--- src/rtl/core/tpt_queue.sv ---
// Two-entry queue between the request front end and the execution back end.
`timescale 1ns / 1ps
`default_nettype none

module tpt_queue #(
    parameter int WIDTH = 8
) (
    input  wire logic             clk,
    input  wire logic             rstn,
    input  wire logic             push,
    input  wire logic [WIDTH-1:0] push_data,
    output logic                  full,
    input  wire logic             pop,
    output logic                  pop_valid,
    output logic [WIDTH-1:0]      pop_data
);

    localparam logic [1:0] QDEPTH = 2'd2;

    logic [WIDTH-1:0] ent_reg [2];
    logic             wr_ptr_reg;
    logic             wr_ptr_next;
    logic             rd_ptr_reg;
    logic             rd_ptr_next;
    logic [1:0]       count_reg;
    logic [1:0]       count_next;

    assign full      = (count_reg == QDEPTH);
    assign pop_valid = (count_reg != 2'd0);
    assign pop_data  = ent_reg[rd_ptr_reg];

    always_comb begin
        wr_ptr_next = push ? ~wr_ptr_reg : wr_ptr_reg;
        rd_ptr_next = pop ? ~rd_ptr_reg : rd_ptr_reg;
        count_next  = count_reg;
        if (push && !pop) begin
            count_next = count_reg + 2'd1;
        end else if (pop && !push) begin
            count_next = count_reg - 2'd1;
        end
    end

    always_ff @(posedge clk) begin
        if (!rstn) begin
            wr_ptr_reg <= 1'b0;
            rd_ptr_reg <= 1'b0;
            count_reg  <= 2'd0;
        end else begin
            wr_ptr_reg <= wr_ptr_next;
            rd_ptr_reg <= rd_ptr_next;
            count_reg  <= count_next;
        end
        if (push) begin
            ent_reg[wr_ptr_reg] <= push_data;
        end
    end

endmodule

`default_nettype wire

--- config.mk ---
export PLATFORM = sky130hd
export DESIGN_NAME = tpt_queue
export DESIGN_NICKNAME = d
export VERILOG_FILES = /design/src/rtl/core/tpt_queue.sv
export SDC_FILE = /design/constraint.sdc
export NUM_CORES = 1
export LEC_CHECK = 0
export ABC_AREA = 1
export BUFFER_PORTS_ARGS = -buffer_cell sky130_fd_sc_hd__buf_2
export CAP_MARGIN = 20
export CORE_MARGIN = 10
export CORE_UTILIZATION = 35
export CTS_CLUSTER_SIZE = 40
export DETAILED_ROUTE_END_ITERATION = 8
export GPL_ROUTABILITY_DRIVEN = 0
export HOLD_SLACK_MARGIN = 0.1
export PLACE_DENSITY = 0.68
export SETUP_SLACK_MARGIN = 0.2
export SLEW_MARGIN = 25
export SYNTH_ARGS = -nofsm -noshare
export SYNTH_HDL_FRONTEND = slang
export SYNTH_SLANG_ARGS = --single-unit
--- constraint.sdc ---
create_clock -name clk -period 2.78 [get_ports clk]
set_input_delay 0.834 -clock clk [delete_from_list [all_inputs] [get_ports clk]]
set_output_delay 0.834 -clock clk [all_outputs]
set_load 0.005 [all_outputs]
# Yosys cells after proc, flatten, opt, wreduce, memory -nomap -nowiden
# Memory sizes are Yosys's and may differ from the RTL's. A register that Yosys moved wholly into a read port is not among the register bits.
# Index checks and enable logic that the tools add are counted.
# totals
ff_bits	4
ramBits	16
inputBits	12
out_inout_bits	10
elab_cells	21
mem_count	1
# mem_list
memory	words	word_bits	read_ports	rd_clocked_by_memory_dff	wr	line	rtl
ent_reg	2	8	1	1	1	20	logic [WIDTH-1:0] ent_reg [2];
# classes
n_addsub	2
eq_ne	1
n_mux	6
bitwise_logic	2
reduce_logical	6
# ops
op	n
two-way mux 1 bit	4
two-way mux 2 bit	2
nonzero test 2 bit	2
adder 2 x 1 -> 2 bit (second input constant)	1
equality test 2 bit (second input constant)	1
logical AND 1 bit	2
zero test 1 bit	2
inverter 1 bit	2
subtractor 2 x 1 -> 2 bit (second input constant)	1

# Depth between registers and ports, before layout
# logic_depth
word_depth	4
ltp_mapped	8
depth_no_buf	8

# Least setup slack after synthesis
# OpenSTA, ideal clock, no wires.
# synth_path
path_kind	input port to flip-flop
start	input push
end	memory ent_reg[0][0] (enable)
setup_time_ps	370
arrival_time_ps	1223
t_required_ps	2410
setup_slack_ps	1187
path_stages	2
path_buffers	0
cell_sequence	inv_1 -> nor2_1
# synth_between
elab_chain_cells	2
# synth_rtl
element	line	rtl
from (decl)	10	input wire logic push,
two-way mux 1 bit	53	if (push) begin
two-way mux 1 bit (implied by the code)	54	ent_reg[wr_ptr_reg] <= push_data;
to (decl)	20	
# No other way between the ends.

==> flow_summary.ini <==
[run_status]
status = complete, no violations

[synth]
yosysSeqAreaShare = 0.7160
async_reset_ff_frac = 0
synthCells = 58
synth_area_um2 = 810.8
ys_warn_count = 0
synth-edff-count = 16
syn_area_per_cell_um2 = 13.98
synth_seq_cells = 21
syn_nets = 71
synth_cell_type_count = 16
synthFlopType = edfxtp_1

[global_routing]
grt_pass1_vias = 521
grt_pass1_wl_mm = 2.173
met3_usage = 0.03100
use_met2 = 0.1093
gr-usage-met1 = 0.06087
busiest_layer = met2
overflow = 0
antenna_found_initial = 0
grt_max_degree = 13
grt_usage = 0.06279

[power]
power_per_cell_area_mw_per_mm2 = 598.3
swShare = 0.2234
max-vdd-ir-drop_v = 0.0003150
pwr-share-clk = 0.236
comb_power_share = 0.124
power_frac_seq = 0.640
internal_power_mw = 0.4494
p_leak_nw = 0.4139
switchingPower_mw = 0.1293

[detailed_routing]
viasPerCell = 4.364
wl_per_cell_um = 12.36
dr.pass1.iters = 2
ant_nets = 0
drtIter0Drc = 3
vias = 480
drt_wl_total_mm = 1.360
drc = 0

[setup_path]
critPathSlowestCell = dfxtp_1
regToRegSetupSlack_ps = 1540
path_class = reg2out
crit_buf_inv = 1
crit_path_end_kind = primary output
crit_chain = mux2_2 > buf_2
cp.required_ps = 1950
cp_max_fo = 8
worstPathArrival_ps = 1340
crit_path_max_incr_delay_ps = 550
critical_path.startpoint_type = flip-flop
crit_family = flip-flops

[timing]
clock_skew_ps = 2.816
tightest_slew_ps = 681.2
hold_ws_ps = 520.5
finalSetupViolCount = 0
finalCritPeriodShare = 0.7818
relSlewSlack = 0.5442
tns_ps = 0
hold_violations = 0
fin_crit_ps = 2173
fmax_mhz = 460.1
rsz0062_at_grt = no
final_max_slew_viol_count = 0

[die]
die_height_um = 68.13
die_area_mm2 = 0.004642
io-pin-count = 22
core_area_mm2 = 0.002212
dieWidth_um = 68.13
rows = 17
initial_core_util = 0.3665

[run]
max_cap_violations = 0

[cts]
post_cts_resize_count = 0
clock_latency_ps = 290
cts.sinks = 21
cts-buffers-inserted = 3
cts_setup_buffers = 0
htree_levels = 1
clk_pin_slew_ps = 110
clk_path_buf_depth = 2
root_buffer = clkbuf_4
cts_tree = yes
ctsHoldBuffers = 0

[layout]
layout.nets = 96
n_antenna_cell = 0
largest_register_ffs = 16
areaGrowthSynthToFinish_pct = 19.29
final_common_cell = buf_2
fin_util = 0.4372
design_area_um2 = 967.2
drive_gt1_frac = 0.4268
final_cell_mix = buf_2 (21), edfxtp_1 (16), inv_1 (8), mux2_2 (8), nor2_1 (6)
fillers = 232

[min_path]
worst_hold_path_type = reg2reg

[placed_design]
port_buffers = 21
post-dp-hpwl_mm = 1.077
placed_area_um2 = 939.7
[layout make-up]
cell class	count	area [um2]	share of cell area
timing repair buffer	21	105.1	0.1087
multi-input combinational	27	185.2	0.1915
inverter	9	33.78	0.03493
sequential	21	580.6	0.6003
clock inverter	1	5.005	0.005175
clock buffer	3	22.52	0.02329
tap	28	35.03	0.03622
[per-layer routing]
layer / part of all wire / vias up
met4: 0.0066 / 0
met1: 0.37 / 220
li1: - / 243
met5: 0 / -
met3: 0.10 / 2
met2: 0.51 / 15
[cell families after synthesis]
logic type	after synthesis	synth area share
AND/OR/NAND/NOR	15	0.07870
multiplexers	8	0.1111
XOR/XNOR	1	0.01080
buffers and inverters	10	0.05555
adder cells (fa/ha/maj)	1	0.01543
flip-flops	21	0.7161
AO/OA/AOI/OAI	2	0.01233
[Yosys cell counts, types with 5 or more instances]
cell type | n | share of area
nand2_1 | 5 | 0.023
dfxtp_1 | 5 | 0.12
inv_1 | 8 | 0.037
edfxtp_1 | 16 | 0.59
mux2_2 | 8 | 0.11
nor2_1 | 6 | 0.028
[power groups by stage]
stage / Combinational, mW / Sequential (mW) / Clock [mW]
2_1_floorplan: 0.0477 / 0.372 / 0
3_3_place_gp: 0.0712 / 0.377 / 0
3_5_place_dp: 0.0737 / 0.378 / 0
4_1_cts: 0.0741 / 0.371 / 0.142
5_1_grt: 0.0822 / 0.374 / 0.154
6_report: 0.0718 / 0.370 / 0.137
[path summary, 6_finish.rpt]
| check | start | end | depth (start not counted) |
|---|---|---|---|
| min reg2reg | count_reg[0]$_SDFFE_PN0P_ | count_reg[0]$_SDFFE_PN0P_ | 1 |
| min | count_reg[0]$_SDFFE_PN0P_ | count_reg[0]$_SDFFE_PN0P_ | 1 |
| max | flip-flop | pop_data[6] | 2 |
| max reg2reg | wr_ptr_reg$_SDFFE_PN0P_ | ent_reg[0][4]$_DFFE_PP_ | 1 |
[stage by stage]
stage | setup slack (ps) | std cells | total power, mW
2_1_floorplan | 1187 | 58 | 0.4194
3_3_place_gp | 890.3 | 106 | 0.4479
3_5_place_dp | 856.8 | 106 | 0.4516
4_1_cts | 569.9 | 110 | 0.5866
5_1_grt | 510.0 | 110 | 0.6102
6_report | 606.6 | 110 | 0.5787
Note: power is estimated with default switching activity, not from simulation.
