File: src/rtl/core/tpt_pkg.sv
// Shared types and constants for the page table translator.
`timescale 1ns / 1ps
`default_nettype none

package tpt_pkg;

    localparam int TLB_DEPTH_DEF       = 64;
    localparam int TABLE_MEM_WORDS_DEF = 16384;
    localparam int DIR_BASE_W          = 4;
    localparam int WALK_W              = 30;
    localparam int VALID_BIT           = 0;

    typedef enum logic [1:0] {
        REQ_TRANSLATE = 2'd0,
        REQ_WRITE     = 2'd1,
        REQ_INSERT    = 2'd2,
        REQ_INVAL     = 2'd3
    } tpt_req_t;

    typedef struct packed {
        logic [1:0]  req_type;
        logic [31:0] virt_addr;
        logic [31:0] insert_phys_addr;
        logic [13:0] mem_word_addr;
        logic [31:0] mem_data;
    } tpt_in_t;

    typedef struct packed {
        logic        tlb_hit;
        logic        translated;
        logic [31:0] phys_addr;
    } tpt_out_t;

    typedef struct packed {
        tpt_req_t    kind;
        logic [19:0] vpn;
        logic [11:0] offset;
        logic [19:0] frame;
        logic [31:0] data;
    } tpt_op_t;

endpackage

`default_nettype wire

File: src/rtl/core/tpt_front.sv
// Front end: accepts requests, classifies them and works out TLB slot and table addresses.
`timescale 1ns / 1ps
`default_nettype none

module tpt_front #(
    parameter int TLB_DEPTH       = tpt_pkg::TLB_DEPTH_DEF,
    parameter int TABLE_MEM_WORDS = tpt_pkg::TABLE_MEM_WORDS_DEF,
    localparam int SW = (TLB_DEPTH > 1) ? $clog2(TLB_DEPTH) : 1,
    localparam int AW = $clog2(TABLE_MEM_WORDS)
) (
    input  wire logic                            clk,
    input  wire logic                            rstn,
    input  wire logic                            cfg_wr_en,
    input  wire logic [tpt_pkg::DIR_BASE_W-1:0]  cfg_wr_data,
    input  wire logic                            s_valid,
    output logic                                 s_ready,
    input  wire tpt_pkg::tpt_in_t                s_data,
    input  wire logic                            clearing,
    input  wire logic                            full,
    output logic                                 push,
    output tpt_pkg::tpt_op_t                     push_op,
    output logic [SW-1:0]                        push_slot,
    output logic [AW-1:0]                        push_addr
);

    localparam int         SL          = $clog2(TLB_DEPTH);
    localparam int         SLOT_SHIFT  = 20 + SL;
    localparam logic [63:0] SLOT_RCP_W = ((64'd1 << SLOT_SHIFT) + 64'(TLB_DEPTH) - 64'd1)
                                         / 64'(TLB_DEPTH);
    localparam logic [21:0] SLOT_RCP   = SLOT_RCP_W[21:0];
    localparam int         QS          = (SL == 0) ? 20 : 21 - SL;
    localparam logic [19:0] DEPTH_W    = 20'(TLB_DEPTH);

    logic [tpt_pkg::DIR_BASE_W-1:0] dir_base_reg;
    logic                           a_valid_reg;
    logic                           a_valid_next;
    tpt_pkg::tpt_in_t               a_item_reg;
    logic [QS-1:0]                  a_quot_reg;
    logic                           accept;
    logic [41:0]                    slot_prod;
    logic [19:0]                    a_vpn;
    logic [19:0]                    slot_back;
    logic [19:0]                    slot_rem;
    logic [13:0]                    dir_word;

    function automatic logic [AW-1:0] wrap_word(input logic [13:0] word);
        logic [23:0] rem;
        logic [23:0] lim;
        rem = 24'(word);
        for (int k = 2; k >= 0; k--) begin
            lim = 24'(TABLE_MEM_WORDS) << k;
            if (rem >= lim) begin
                rem = rem - lim;
            end
        end
        return rem[AW-1:0];
    endfunction

    assign s_ready = !clearing && (!a_valid_reg || !full);
    assign accept  = s_valid && s_ready;
    assign push    = a_valid_reg && !full;

    assign slot_prod    = 42'(s_data.virt_addr[31:12]) * 42'(SLOT_RCP);
    assign a_vpn        = a_item_reg.virt_addr[31:12];
    assign slot_back    = 20'({{(20 - QS){1'b0}}, a_quot_reg} * DEPTH_W);
    assign slot_rem     = a_vpn - slot_back;
    assign dir_word     = {dir_base_reg, a_item_reg.virt_addr[31:22]};
    assign a_valid_next = accept || (a_valid_reg && full);

    always_comb begin
        push_op.kind   = tpt_pkg::tpt_req_t'(a_item_reg.req_type);
        push_op.vpn    = a_vpn;
        push_op.offset = a_item_reg.virt_addr[11:0];
        push_op.frame  = a_item_reg.insert_phys_addr[31:12];
        push_op.data   = a_item_reg.mem_data;
        push_slot      = slot_rem[SW-1:0];
        if (push_op.kind == tpt_pkg::REQ_WRITE) begin
            push_addr = wrap_word(a_item_reg.mem_word_addr);
        end else begin
            push_addr = wrap_word(dir_word);
        end
    end

    always_ff @(posedge clk) begin
        if (!rstn) begin
            dir_base_reg <= '0;
            a_valid_reg  <= 1'b0;
        end else begin
            if (cfg_wr_en) begin
                dir_base_reg <= cfg_wr_data;
            end
            a_valid_reg <= a_valid_next;
        end
        if (accept) begin
            a_item_reg <= s_data;
            a_quot_reg <= slot_prod[SLOT_SHIFT +: QS];
        end
    end

endmodule

`default_nettype wire

File: config.mk
export PLATFORM = sky130hd
export DESIGN_NAME = tpt_front
export DESIGN_NICKNAME = d
export VERILOG_FILES = /design/src/rtl/core/tpt_pkg.sv /design/src/rtl/core/tpt_front.sv
export SDC_FILE = /design/constraint.sdc
export NUM_CORES = 1
export LEC_CHECK = 0
export BUFFER_PORTS_ARGS = -buffer_cell sky130_fd_sc_hd__buf_2
export CAP_MARGIN = 15
export CORE_UTILIZATION = 48
export DETAILED_ROUTE_END_ITERATION = 16
export PLACE_DENSITY = 0.86
export SYNTH_ARGS = -nofsm -noshare
export SYNTH_HDL_FRONTEND = slang
export SYNTH_SLANG_ARGS = --single-unit
File: constraint.sdc
create_clock -name clk -period 19.2 [get_ports clk]
set_input_delay 1.92 -clock clk [delete_from_list [all_inputs] [get_ports clk]]
set_output_delay 1.92 -clock clk [all_outputs]
set_load 0.02 [all_outputs]
; ---- Word-level counts from Yosys, hierarchy flattened
; Index checks and enable logic that the tools add are counted.
[totals]
regBits = 117
inputBits = 122
romBits = 0
ramBits = 0
wordCells = 19
mem_count = 0
latch_bits = 0
[op_classes]
div_mod_pow = 0
n_mux = 1
shifts = 0
order_cmp = 0
n_addsub = 1
n_bitwise = 0
reduce_logical = 9
multipliers = 0
n_eq_ne = 1
[ops]
columns = cell, n
row1 = $mux 14, 1
row2 = $sub 6x1->6 const B, 1
row3 = $logic_and 1x1->1, 4
row4 = $logic_not 1->1, 3
row5 = $eq 2x1->1 const B, 1
row6 = $logic_or 1x1->1, 2

; ---- Depth between registers and ports, before layout
; Gate-level depths: netlist of the first run.
[depth]
depth_word = 5
depth_mapped = 4
ltp_nobuf = 2

; ---- Worst setup path before layout of the first run
; OpenSTA, ideal clock, no wires.
[synth_timing]
kind = input -> register
start = in clearing
end = reg a_item_reg[32] (netlist bit), enable pin
stages = 2
required_ps = 18608
setup_slack_ps = 11700
arrival_ps = 6908
path_buffers = 0
cell_sequence = nand2b_1 -> a21oi_1
[synth_between]
elab_chain_len = 3
[synth_lines]
columns = item, line
row1 = start: declaration, tpt_front.sv:18  ; input wire logic clearing,
row2 = $logic_not 1->1, tpt_front.sv:59  ; assign s_ready = !clearing && (!a_valid_reg || !full);
row3 = $logic_and 1x1->1, tpt_front.sv:59
row4 = $logic_and 1x1->1, tpt_front.sv:60  ; assign accept = s_valid && s_ready;
row5 = named net accept, tpt_front.sv:39  ; logic accept;
row6 = end signal: assignment, tpt_front.sv:95  ; a_item_reg <= s_data;
row7 = end: declaration, tpt_front.sv:37  ; tpt_pkg::tpt_in_t a_item_reg;
; The timed path passes the listed nets, and every way through them passes these cells.
; A chain may end at the register's enable or synchronous reset.

; ---- Final worst setup path of the first run
[layout_timing]
start = in full
end = out push
[layout_between]
elab_chain_len = 2
[layout_lines]
columns = item, line
row1 = start: declaration, tpt_front.sv:19  ; input wire logic full,
row2 = $logic_not 1->1, tpt_front.sv:61  ; assign push = a_valid_reg && !full;
row3 = $logic_and 1x1->1, tpt_front.sv:61
row4 = end: declaration, tpt_front.sv:20  ; output logic push,
; No other way between the ends.

==> results of run 1 <==
[where the power goes]
group	internal, W	total [W]	switching (W)
Combinational	0.0000184	0.0000439	0.0000256
Sequential	0.000262	0.000265	0.00000289
Clock	0.0000484	0.000121	0.0000727
[cells by family (layout without fill, tap and decap cells)]
| logic type | count (synthesis) | in the layout |
|---|---|---|
| simple gates | 8 | 8 |
| mux | 18 | 18 |
| compound gates | 3 | 3 |
| other cells | 0 | 1 |
| buf+inv | 95 | 235 |
| flops | 105 | 105 |
[worst max-delay path, cell delays in order]
cell and delay (ns):
buf_2 0.13, nor2b_1 0.14, buf_2 0.18
[metrics by stage]
step                      hold slack (ns)  setup WS [ns]  utilization [%]
after global placement              0.495          14.94             56.3
after floorplan                     0.469          11.70                -
final                               0.533          14.90             58.7
after global routing                0.570          14.83             58.7
after CTS                           0.533          14.90             58.4
after detailed placement            0.515          14.90             56.3
[per-layer routing]
layer  vias to the layer above  track usage [%]
li1                        990                -
met1                       943             14.4
met2                       135             26.3
met3                         9             6.68
met4                         0             6.82
met5                         -                0
[final cells by class]
cell class	instances	area, µm²	area share [%]
timing repair buffer	219	1120	23.1
clock buffer	9	124	2.55
clock inverter	7	50.0	1.03
tap	105	131	2.71
antenna	1	2.50	0.0516
multi-input combinational	29	319	6.58
sequential	105	3100	64.0
[worst max-delay path by stage]
stage	slack (ns)	startpoint	end
5_1_grt	14.83	full	push
3_5_place_dp	14.90	full	push
2_1_floorplan	11.70	clearing	a_item_reg[32]
4_1_cts	14.90	full	push
3_3_place_gp	14.94	full	s_ready
6_report	14.90	full	push
[cell usage in the layout (no fill, tap or decap)]
cell      instances
a21oi_4           1
buf_4             1
inv_6             4
a21boi_0          1
clkinv_2          3
a21oi_1           1
mux2_4           10
mux2i_1           4
buf_2           217
diode_2           1
clkbuf_8          9
buf_16            1
nor2b_4           1
edfxtp_1        100
nor2b_1           5
mux2_2            4
nand2b_1          1
dfxtp_1           5
nand2_1           1
==> qor.csv, run 1 <==
stage,metric,value,unit
worst_setup_path,R2R depth,3,
route,wire length on met2,3.53,mm
clock_tree,clock sinks,105,
global_routing,GRT Util Overall,14.7,%
floorplan,DIE HEIGHT,94.8,µm
hold_path,Hold EP,dir_base_reg[2],
floorplan,number of top-level pins,230,
timing,Max Slew Vio Count,0,
floorplan,Die Width,94.8,µm
route,DR iter-0 viols,44,
synth,post-synthesis mux area share,5.69,%
synth,"count leader, synth",edfxtp_1,
synth,Mapped Cells,229,
placed_design,global placer's final weighted congestion,0.724,
clock_tree,worst skew pair latency,0.35,ns
synth,Yosys warning count,0,
cells_and_area,synth-to-layout area growth,17.3,%
cells_and_area,layout cell share with drive strength beyond 1,68.0,%
power_and_ir_drop,leakage,2.09,nW
placed_design,placed insts,457,
clock_tree,Root Buffer,clkbuf_8,
synth,post-synth top area share,72.6,%
worst_setup_path,Setup crit start kind,primary input,
route,Routed Antenna Nets,0,
floorplan,Cell Rows,33,
timing,setup violators final,0,
cells_and_area,max FFs per register,86,
hold_path,Hold WC Path Type,reg2reg,
timing,Max Clock Skew,0.0128,ns
status,status,finished clean,
placed_design,DP Wirelength,5.15,mm
route,TritonRoute pass-1 iters,3,
timing,TNS Setup,0,ns
timing,Slew @ Worst Pin,0.543,ns
worst_setup_path,reg2reg end,push_op[55],
clock_tree,H-tree depth,3,
clock_tree,post-cts hold buffer count,0,
synth,"EDFF count, synth",100,
cells_and_area,Layout fillers,645,
global_routing,largest net degree at the start of global routing,98,
synth,Post-Syn Nets,351,
run,MaxCap Viol Count,0,
route,M1 wire length,2.33,mm
global_routing,initial antenna violation count,1,
timing,Slew headroom,63.7,%
clock_tree,CTS tree,built,
route,routed len/inst,14.4,µm
worst_setup_path,Critical Path End Type,output port,
power_and_ir_drop,Final Total Pwr,0.000430,W
worst_setup_path,required time of the critical path,17.28,ns
clock_tree,post-cts sizing count,0,
clock_tree,maximum clock path buffer count,2,
global_routing,number of global-route vias before repair,1991,
timing,unrepaired setup endpoints after global routing,no,
cells_and_area,Final nets,486,
clock_tree,Post-CTS Repair Setup Buffers,0,
synth,Synth area leader,edfxtp_1,
synth,XOR/XNOR share of the synthesized area,0,%
timing,Period minus WS final,4.30,ns
global_routing,first-pass GRT wire length,9.44,mm
worst_setup_path,reg2reg start,a_valid_reg,
synth,adder-cell share of the synthesized area,0,%
synth,Synth Flop Type,edfxtp_1,
synth,Synth Register Bits,105,
route,Routed Wire Length,6.82,mm
placed_design,Port Buffers,217,
synth,simple-gate portion of the synthesized area,1.33,%
route,met3 WL,856,µm
clock_tree,Inserted Clock Buffers,9,
synth,asr flop ratio synth,0,%
worst_setup_path,CP arrival,2.38,ns
clock_tree,"CTS clk-pin slew, worst paths",0.10,ns
synth,Synth Area in Compound Gates,0.423,%
power_and_ir_drop,maximum VDD drop,0.0639,mV
timing,Final Hold Vio Count,0,
synth,largest family of logic cells by synthesized area,buffers and inverters,
synth,Post-synth top cells,"100 x edfxtp_1, 92 x buf_4, 10 x mux2_4, 5 x dfxtp_1, 5 x nor2b_1",
timing,Max Freq,0.232,GHz
floorplan,die area,0.00899,mm²
route,Via Count,2077,
worst_setup_path,r2r setup slk,17.51,ns
route,DR vias/cell,4.37,
floorplan,initial core utilization,50.1,%
power_and_ir_drop,pwr/cell area,88.7,mW/mm²
cells_and_area,fin cells,475,
worst_setup_path,Setup CP Type,in2out,
synth,synth top area cells,"edfxtp_1 73%, buf_4 17%, mux2_4 3.6%, dfxtp_1 2.4%, mux2_2 1.1%",
worst_setup_path,crit-path max FO,4,
synth,Mean Syn Cell Area,18.1,µm²
synth,sequential share of the synthesized area,75.0,%
synth,Cell variety after synth,15,
route,DRC viols,0,
synth,synthesized area,0.00414,mm²
hold_path,hold depth,2,
hold_path,Hold Startpoint,dir_base_reg[2],
placed_design,dpl cell area,0.00465,mm²
global_routing,total global routing overflow,0,
floorplan,core area,0.00826,mm²
route,Max Used Layer,met4,
timing,fin crit share,22.4,%
cells_and_area,design area,0.00485,mm²
No activity file was read; power rests on OpenSTA's default activity.
==> inputs of run 2 (changes only) <==
- CORE_UTILIZATION: 48 -> 40
- PLACE_DENSITY: 0.86 -> 0.76
- clock period: 19.2 -> 3.85 ns (I/O delays scaled with it)
==> run 2 against run 1 <==
Compared with the run above: die area is 20% higher; first-iteration DRC count is 41% higher; register-to-register slack worse by 15 ns; total power increased to 5.2 times the previous value; setup slack got worse by 13 ns; largest cell class unchanged; highest routed layer unchanged.
==> qor.csv, run 2 (same netlist as run 1, synthesis figures left out) <==
stage,metric,value,unit
floorplan,number of top-level pins,230,
power_and_ir_drop,maximum VDD drop,0.334,mV
cells_and_area,Layout fillers,893,
timing,setup violators final,0,
timing,Max Slew Vio Count,0,
floorplan,Die Width,104,µm
cells_and_area,"most common cell after layout, fill and taps aside",buf_2,
clock_tree,post-cts hold buffer count,0,
floorplan,DIE HEIGHT,104,µm
route,Via Count,2108,
worst_setup_path,Setup crit start kind,register,
global_routing,largest net degree at the start of global routing,47,
worst_setup_path,WP buf/inv,1,
cells_and_area,register area,0.00310,mm²
floorplan,die area,0.0108,mm²
route,DR iter-0 viols,62,
placed_design,Port Buffers,217,
global_routing,GRT Util Overall,13.9,%
worst_setup_path,required time of the critical path,3.46,ns
clock_tree,Inserted Clock Buffers,9,
timing,Final Hold Vio Count,0,
global_routing,number of global-route vias before repair,2200,
global_routing,total global routing overflow,0,
cells_and_area,design area,0.00489,mm²
run,MaxCap Viol Count,0,
route,DR vias/cell,4.21,
clock_tree,H-tree depth,3,
route,Routed Antenna Nets,0,
clock_tree,maximum clock path buffer count,2,
timing,fin crit share,58.6,%
clock_tree,post-cts sizing count,0,
worst_setup_path,Setup CP Type,reg2out,
route,TritonRoute pass-1 iters,4,
worst_setup_path,Critical Path End Type,output port,
cells_and_area,most frequent cells in the layout,"217 x buf_2, 100 x edfxtp_1, 10 x mux2_4, 9 x clkbuf_8",
clock_tree,worst skew pair latency,0.37,ns
floorplan,core area,0.00991,mm²
floorplan,Cell Rows,36,
worst_setup_path,CP max-delay cell,nor2b_4,
cells_and_area,fin util,49.3,%
route,Routed Wire Length,7.30,mm
power_and_ir_drop,pwr/cell area,457,mW/mm²
clock_tree,CTS tree,built,
global_routing,first-pass GRT wire length,10.8,mm
worst_setup_path,crit-path cells,nor2b_4 > mux2_2 > buf_2,
worst_setup_path,CP arrival,1.87,ns
clock_tree,Root Buffer,clkbuf_8,
clock_tree,clock sinks,105,
cells_and_area,synth-to-layout area growth,18.2,%
cells_and_area,Final nets,486,
worst_setup_path,crit-path max FO,14,
timing,Max Freq,0.443,GHz
timing,unrepaired setup endpoints after global routing,no,
timing,Period minus WS final,2.26,ns
global_routing,initial antenna violation count,1,
worst_setup_path,Top Family by Delay on Critical Path,simple AND/OR/NAND/NOR gates,
timing,Max Clock Skew,0.00721,ns
timing,Slew @ Worst Pin,0.583,ns
floorplan,initial core utilization,41.7,%
timing,Slew headroom,61.2,%
route,routed len/inst,14.6,µm
cells_and_area,layout cell share with drive strength beyond 1,67.6,%
cells_and_area,max FFs per register,86,
power_and_ir_drop,leakage,2.09,nW
timing,TNS Setup,0,ns
worst_setup_path,critical path's largest stage delay,0.48,ns
cells_and_area,multi-input combinational cell area,319,µm²
hold_path,Hold WC Path Type,in2reg,
clock_tree,"CTS clk-pin slew, worst paths",0.09,ns
status,status,finished clean,
clock_tree,Post-CTS Repair Setup Buffers,0,
placed_design,global placer's final weighted congestion,0.706,
route,DRC viols,0,
placed_design,dpl cell area,0.00469,mm²
run 2: cell count changes in the layout (fill, tap and decap cells not counted), sizes merged:
cell and change:
clkbuf +1, inv -4, bufinv +2, clkinv -1
run 2: path summary, 6_finish.rpt:
check,startpoint,end,slack (ns),cells after the start
hold reg to reg,dir_base_reg[1],dir_base_reg[1],0.54,2
setup / recovery,push_op[85],push_addr[11],1.59,3
hold / removal,s_data[43],a_item_reg[43],0.18,1
setup reg to reg,a_valid_reg,push_op[10],2.12,2
run 2: power breakdown:
group	internal (W)	switching (W)
Combinational	0.0000892	0.000127
Clock	0.000357	0.000339
Sequential	0.00131	0.0000149
run 2: layer usage:
layer / global-route usage (%) / share of wire (%) / wire length, µm / up-vias
met5: 0 / 0 / 0 / -
met4: 7.14 / 1.3 / 97 / 0
met3: 8.50 / 12 / 868 / 9
met2: 23.4 / 51 / 3730 / 139
met1: 13.1 / 36 / 2600 / 975
li1: - / - / - / 985
run 2: area by class of cell:
type / count / area share, %
sequential: 105 / 63.5
timing repair buffer: 219 / 22.5
multi-input combinational: 29 / 6.53
tap: 133 / 3.40
clock buffer: 10 / 2.61
clock inverter: 4 / 1.43
antenna: 1 / 0.0512
run 2: stage by stage:
stage	hold WS (ns)	cells	setup WS (ns)	total power (W)
6_report	0.176	501	1.59	0.00224
5_1_grt	0.138	500	1.51	0.00232
4_1_cts	0.138	500	1.55	0.00228
3_3_place_gp	0.496	486	1.87	0.00156
3_5_place_dp	0.529	486	1.80	0.00157
2_1_floorplan	0.478	229	0.123	0.00151
